==> config.mk <==
export PLATFORM = sky130hd
export DESIGN_NAME = qse_ctrl
export DESIGN_NICKNAME = d
export VERILOG_FILES = /design/src/design/qse_pkg.sv /design/src/design/qse_ctrl.sv
export SDC_FILE = /design/constraint.sdc
export NUM_CORES = 1
export LEC_CHECK = 0
export CORE_MARGIN = 3
export CORE_UTILIZATION = 27
export CTS_CLUSTER_SIZE = 20
export DETAILED_ROUTE_END_ITERATION = 10
export DONT_BUFFER_PORTS = 1
export PLACE_DENSITY = 0.4
export SLEW_MARGIN = 20
export SYNTH_ARGS = -nofsm -noshare
export SYNTH_HDL_FRONTEND = slang
export SYNTH_SLANG_ARGS = --single-unit
export TNS_END_PERCENT = 10
==> constraint.sdc <==
create_clock -name i_clk -period 2.22 [get_ports i_clk]
set_clock_uncertainty 0.1 [all_clocks]
set_input_delay 0.333 -clock i_clk [delete_from_list [all_inputs] [get_ports i_clk]]
set_output_delay 0.333 -clock i_clk [all_outputs]
set_load 0.05 [all_outputs]
==> src/design/qse_pkg.sv <==
`timescale 1ns / 1ps
`default_nettype none

package qse_pkg;

    // Width of one element.
    localparam int VALUE_W = 32;

    // Operations that the controller asks of the datapath, one per cycle.
    typedef enum logic [4:0] {
        OP_IDLE,
        OP_LOAD,
        OP_PUSH_ALL,
        OP_POP,
        OP_RANGE,
        OP_PIVOT,
        OP_READ,
        OP_READ_FX,
        OP_SWAP1,
        OP_SWAP2,
        OP_STEP,
        OP_FIX1,
        OP_FIX2,
        OP_PUSH_L,
        OP_PUSH_R,
        OP_EMIT_START,
        OP_EMIT_READ,
        OP_EMIT_NEXT,
        OP_CLEAR
    } t_dp_op;

    // Conditions that the datapath reports back to the controller.
    typedef struct packed {
        logic count_lt2;
        logic sp_zero;
        logic range_bad;
        logic j_eq_hi;
        logic a_less;
        logic push_left;
        logic push_right;
        logic k_last;
    } t_dp_stat;

endpackage

`default_nettype wire

==> src/design/qse_ctrl.sv <==
`timescale 1ns / 1ps
`default_nettype none

module qse_ctrl
    import qse_pkg::*;
(
    input  wire logic     i_clk,
    input  wire logic     i_rst_n,
    input  wire logic     i_in_valid,
    input  wire logic     i_final_item,
    input  wire logic     i_out_ready,
    input  wire t_dp_stat i_stat,
    output logic          o_in_ready,
    output logic          o_out_valid,
    output t_dp_op        o_op
);

    typedef enum logic [3:0] {
        S_LOAD,
        S_START,
        S_POP,
        S_RANGE,
        S_PIVOT,
        S_LOOP,
        S_CMP,
        S_SWAP,
        S_FIX1,
        S_FIX2,
        S_PUSHL,
        S_PUSHR,
        S_EMIT_RD,
        S_EMIT
    } t_state;

    t_state r_state;
    logic   r_in_ready;
    logic   r_out_valid;
    logic   in_acc;
    logic   out_acc;

    assign in_acc  = i_in_valid & r_in_ready;
    assign out_acc = r_out_valid & i_out_ready;

    // Operation issued to the datapath in the current state.
    always_comb begin
        o_op = OP_IDLE;
        case (r_state)
            S_LOAD:    o_op = in_acc ? OP_LOAD : OP_IDLE;
            S_START:   o_op = i_stat.count_lt2 ? OP_EMIT_START : OP_PUSH_ALL;
            S_POP:     o_op = i_stat.sp_zero ? OP_EMIT_START : OP_POP;
            S_RANGE:   o_op = OP_RANGE;
            S_PIVOT:   o_op = OP_PIVOT;
            S_LOOP:    o_op = i_stat.j_eq_hi ? OP_READ_FX : OP_READ;
            S_CMP:     o_op = i_stat.a_less ? OP_SWAP1 : OP_STEP;
            S_SWAP:    o_op = OP_SWAP2;
            S_FIX1:    o_op = OP_FIX1;
            S_FIX2:    o_op = OP_FIX2;
            S_PUSHL:   o_op = i_stat.push_left ? OP_PUSH_L : OP_IDLE;
            S_PUSHR:   o_op = i_stat.push_right ? OP_PUSH_R : OP_IDLE;
            S_EMIT_RD: o_op = OP_EMIT_READ;
            S_EMIT: begin
                if (out_acc) begin
                    o_op = i_stat.k_last ? OP_CLEAR : OP_EMIT_NEXT;
                end
            end
            default:   o_op = OP_IDLE;
        endcase
    end

    // State and registered handshake outputs.
    always_ff @(posedge i_clk) begin
        if (!i_rst_n) begin
            r_state     <= S_LOAD;
            r_in_ready  <= 1'b1;
            r_out_valid <= 1'b0;
        end else begin
            case (r_state)
                S_LOAD: begin
                    if (in_acc && i_final_item) begin
                        r_state    <= S_START;
                        r_in_ready <= 1'b0;
                    end
                end
                S_START: begin
                    r_state <= i_stat.count_lt2 ? S_EMIT_RD : S_POP;
                end
                S_POP: begin
                    r_state <= i_stat.sp_zero ? S_EMIT_RD : S_RANGE;
                end
                S_RANGE: begin
                    r_state <= i_stat.range_bad ? S_POP : S_PIVOT;
                end
                S_PIVOT: begin
                    r_state <= S_LOOP;
                end
                S_LOOP: begin
                    r_state <= i_stat.j_eq_hi ? S_FIX1 : S_CMP;
                end
                S_CMP: begin
                    r_state <= i_stat.a_less ? S_SWAP : S_LOOP;
                end
                S_SWAP: begin
                    r_state <= S_LOOP;
                end
                S_FIX1: begin
                    r_state <= S_FIX2;
                end
                S_FIX2: begin
                    r_state <= S_PUSHL;
                end
                S_PUSHL: begin
                    r_state <= S_PUSHR;
                end
                S_PUSHR: begin
                    r_state <= S_POP;
                end
                S_EMIT_RD: begin
                    r_state     <= S_EMIT;
                    r_out_valid <= 1'b1;
                end
                S_EMIT: begin
                    if (out_acc) begin
                        r_out_valid <= 1'b0;
                        if (i_stat.k_last) begin
                            r_state    <= S_LOAD;
                            r_in_ready <= 1'b1;
                        end else begin
                            r_state <= S_EMIT_RD;
                        end
                    end
                end
                default: begin
                    r_state     <= S_LOAD;
                    r_in_ready  <= 1'b1;
                    r_out_valid <= 1'b0;
                end
            endcase
        end
    end

    assign o_in_ready  = r_in_ready;
    assign o_out_valid = r_out_valid;

endmodule

`default_nettype wire

* Yosys cells after proc, flatten, opt, wreduce, memory -nomap -nowiden
Index checks and enable logic that the tools add are counted.
** Word-level totals
- Output and inout bits :: 7
- Bits of input ports :: 13
- Register bits :: 6
- Logic and storage cells :: 56
** Operators by class
- Equality and inequality tests :: 16
- Reduce and logical (&&, ||, !) cells :: 8
- Mux-type cells :: 25
- Bitwise logic cells :: 4
** Operator list (count)
- $pmux 5 s14 :: 1
- $pmux 4 s13 :: 1
- $mux 4 :: 10
- $eq 4x4->1 const B :: 6
- $reduce_or 12->1 :: 2
- $eq 4x3->1 const B :: 4
- $eq 4x2->1 const B :: 2
- $mux 1 :: 6
- $mux 2 :: 3
- $ne 2x2->1 const B :: 3
- $pmux 1 s3 :: 2
- $mux 5 :: 1
- $eq 4x1->1 const B :: 1
- $logic_not 4->1 :: 1
- $reduce_and 2->1 :: 2
- $reduce_and 4->1 :: 1
- $mux 3 :: 1
- $and 1x1->1 :: 2
- $not 1->1 :: 2
- $reduce_or 2->1 :: 1
- $logic_and 1x1->1 :: 1

* Longest topological paths before layout
- Depth after elaboration :: 4
- Mapped depth :: 6
- Depth with buffers taken out :: 4

* Least setup slack after synthesis
Ideal clock, no wire load.
- Kind :: register to output
- Start :: register r_out_valid (netlist: o_out_valid)
- End :: output o_op[1]
- Path buffers :: 0
- Data arrival time :: 1.892 ns
- Required time :: 1.787 ns
- Stages on the path, launching flop included :: 5
- Path slack :: -0.105 ns
- Cells stage by stage :: dfxtp_1 > nand2_1 > o21ai_0 > a221oi_1 > a21oi_1
** On the way
- Cells in the longest elaborated chain, start to end :: 3
** RTL lines
- from (decl) :: RTL line qse_ctrl.sv:37 : logic r_out_valid;
- from (signal assigned) :: RTL line qse_ctrl.sv:75 : r_out_valid <= 1'b0;
- from (signal assigned) :: RTL line qse_ctrl.sv:119 : r_out_valid <= 1'b1;
- from (signal assigned) :: RTL line qse_ctrl.sv:123 : r_out_valid <= 1'b0;
- $and 1x1->1 :: RTL line qse_ctrl.sv:42 : assign out_acc = r_out_valid & i_out_ready;
- $mux 5 :: RTL line qse_ctrl.sv:62 : if (out_acc) begin
- $pmux 5 s14 :: RTL line qse_ctrl.sv:47 : case (r_state)
- to (decl) :: RTL line qse_ctrl.sv:15 : output t_dp_op o_op
Every way passes these cells.

* Worst setup path after layout
- Start :: register r_state[0]
- End :: output o_op[0]
** On the way
- Cells in the longest elaborated chain, start to end :: 2
- Elaborated cells between the ends (all ways) :: 15
- Classes of those cells :: eq/ne: 13; mux: 1; reduce/logical: 1
** RTL lines
- from (decl) :: RTL line qse_ctrl.sv:35 : t_state r_state;
- from (signal assigned) :: RTL line qse_ctrl.sv:85 : r_state <= i_stat.count_lt2 ? S_EMIT_RD : S_POP;
- from (signal assigned) :: RTL line qse_ctrl.sv:88 : r_state <= i_stat.sp_zero ? S_EMIT_RD : S_RANGE;
- from (signal assigned) :: RTL line qse_ctrl.sv:91 : r_state <= i_stat.range_bad ? S_POP : S_PIVOT;
- $eq 4x4->1, or another cell as far along :: RTL line qse_ctrl.sv:47
- $pmux 5 s14 (*) :: RTL line qse_ctrl.sv:47
Every way passes the cells marked *; elsewhere a longest branch is shown, timed or not.

==> metrics.md <==
| Metric | Value |
|---|---|
| Worst vdd ir | 0.0003693 V |
| Worst Hold Class | in2reg |
| CP Launch Type | flop |
| Fmax | 0.4807 GHz |
| Post-CTS setup buffer count | 0 |
| Asr flop ratio synth | 0% |
| Max Cap Viol | 0 |
| WS Path Type | reg2out |
| Most frequent cells in the layout | buf_4, nand2_1, a31oi_1, nor2_1 |
| Die Height | 55.75 um |
| Total track usage | 13.40% |
| IO Port Bufs | 0 |
| Leakage power | 0.0002883 uW |
| Hold Startpoint | i_rst_n |
| Row count | 17 |
| Core Footprint | 0.002276 sq mm |
| Clock sinks | 6 |
| WL final | 1997 um |
| R2r startpoint | r_state[3] |
| Syn Area/Cell | 7.184 sq um |
| Final hold viol count | 0 |
| Final Max Tran Viols | 0 |
| Placement Cell Area | 764.5 sq um |
| Rel. slew slack | 75.73% |
| Largest net degree at the start of global routing | 16 |
| Endpoints failing setup | 0 |
| Nets@finish | 117 |
| Via/cell ratio | 5.423 |
| First-pass GRT wire length | 3339 um |
| Detailed Place HPWL | 1533 um |
| Fin cells | 130 |
| Ys Warns | 0 |
| DRT iter0 DRCs | 22 |
| Power density over cell area | 918.4 mW/mm^2 |
| Total power | 725.1 uW |
| Worst Setup End Kind | output port |
| CP max FO | 5 |
| Worst-Margin Slew | 0.3627 ns |
| Root Buffer | clkbuf_4 |
| P&R area growth vs syn | 18.16% |
| Clk pin slew, worst setup/hold paths | 0.05 ns |
| Inst Count DP | 127 |
| Synthesized netlist cell count | 93 |
| Gpl congestion | 0.7627 |
| H-tree Lvls | 1 |
| Crit path buf inv count | 2 |
| # DRC | 0 |
| Commonest non-fill, non-tap cell in the layout | buf_4 |
| ANT cells | 0 |
| Fin crit share | 93.71% |
| CP Data Arrival Time | 1.65 ns |
| Synth Net Count | 106 |
| TritonCTS buffer count | 3 |
| Synthesized flop and latch total | 6 |
| Status | completed |
| Top-Level Pins | 20 |
| Die area | 0.003108 sq mm |
| Via count | 705 |
| Share of cells above drive strength 1 | 24.51% |
| Vias in the first global route | 691 |
| Post-synth EDFFs | 0 |
| Core Util, Final | 34.69% |
| Die extent in x | 55.75 um |
| Worst path required time | 1.79 ns |
| CTS tree | built |
| Setup TNS | 0 ns |
| Cell family with most CP delay | simple AND/OR/NAND/NOR gates |
| Crit path max-delay cell type | or4_1 |
| Design area | 789.5 sq um |
| Pre-Repair DR Iteration Count | 5 |
| Critical Path Source | r_state[0] |
| Grt total ovfl | 0 |
| Crit path cell chain | inv_1 -> a31oi_1 -> or4_1 -> o211ai_1 -> buf_4 |
| Syn Std Cell Area | 668.1 sq um |
| RSZ-0062 raised after global routing | false |
| Register area share after synthesis | 17.98% |
| Routed wire per std cell | 15.36 um |
| Delay of the slowest cell on the worst path | 0.48 ns |
| Clock buffer depth | 2 |
| Minimum clock period | 2.080 ns |
| Ys flop type | dfxtp_1 |
| Initial antenna violation count | 0 |
| Post-route ant nets | 0 |
| Initial Utilization | 29.36% |
| Synth cell types | 36 |
| Worst-Skew Late Latency | 0.25 ns |
[per-stage QoR]
step                hold WS (ns)  setup slack (ns)
floorplan                 0.3219          -0.04498
global placement          0.3401            0.2488
detailed placement        0.3346            0.2564
CTS                      0.07774           0.03322
global route             0.08895           0.01168
finish                   0.08149            0.1397
[cells by family after synthesis]
logic type	after synthesis	synth area share (%)
DFF	6	17.98
muxes	1	1.498
buffers and inverters	12	11.23
and+or+nand+nor	37	29.59
AOI/OAI and AO/OA	37	39.70
[sequential cells by signal, summed over array words and instances, names as in the netlist]
signal	count
o_out_valid	1
o_in_ready	1
r_state	4
[final cells by class]
| type | instances | area [sq um] |
|---|---|---|
| multi-input combinational | 75 | 476.7 |
| timing repair buffer | 14 | 117.6 |
| fill | 247 | 1486 |
| clock buffer | 3 | 22.52 |
| inverter | 4 | 15.01 |
| tap | 28 | 35.03 |
| sequential | 6 | 122.6 |
[worst paths after layout]
kind | end | slack, ns | cells after the start
worst max-delay path | o_op[0] | 0.14 | 5
worst min-delay path | o_in_ready | 0.08 | 1
worst max register to register | r_state[3] | 0.68 | 5
worst min register to register | o_in_ready | 0.54 | 2
[cell usage after synthesis (all sizes together), types with 2 or more instances]
master  count  area [sq um]
o21ai       7         38.79
a22oi       2         15.01
dfxtp       6         120.1
inv         4         15.01
o211ai      3         22.52
a31oi       6         37.54
buf         8         60.05
nand3b      2         15.01
and2        2         12.51
or3         2         12.51
and3        2         12.51
nor2b       4         25.02
o21a        2         15.01
a221oi      3         38.79
a21oi       7         38.79
nand2      11         41.29
o22ai       2         12.51
a211oi      2         20.02
nor2        6         22.52
and2b       2         15.01
[repair_timing]
item / 4_1_cts / 5_1_grt
pin swaps: 0 / 0
setup endpoints to repair: 1 / 3
hold buffers: 0 / 0
gates resized for setup: 1 / 1
[power by group]
part           leakage [uW]  internal [uW]  switching (uW)  total, uW
registers         0.0000499            124            22.4        146
logic              0.000225            184             293        476
clock network     0.0000138           61.3            41.5        103
total              0.000288            369             356        725
[routing by layer]
metal	up-vias	GRT usage, %	routed length (um)
li1	363	-	-
met1	327	18.28	957
met2	13	19.76	913
met3	2	3.712	115
met4	0	5.208	10
met5	-	0	0
No activity file was read; power rests on OpenSTA's default activity.
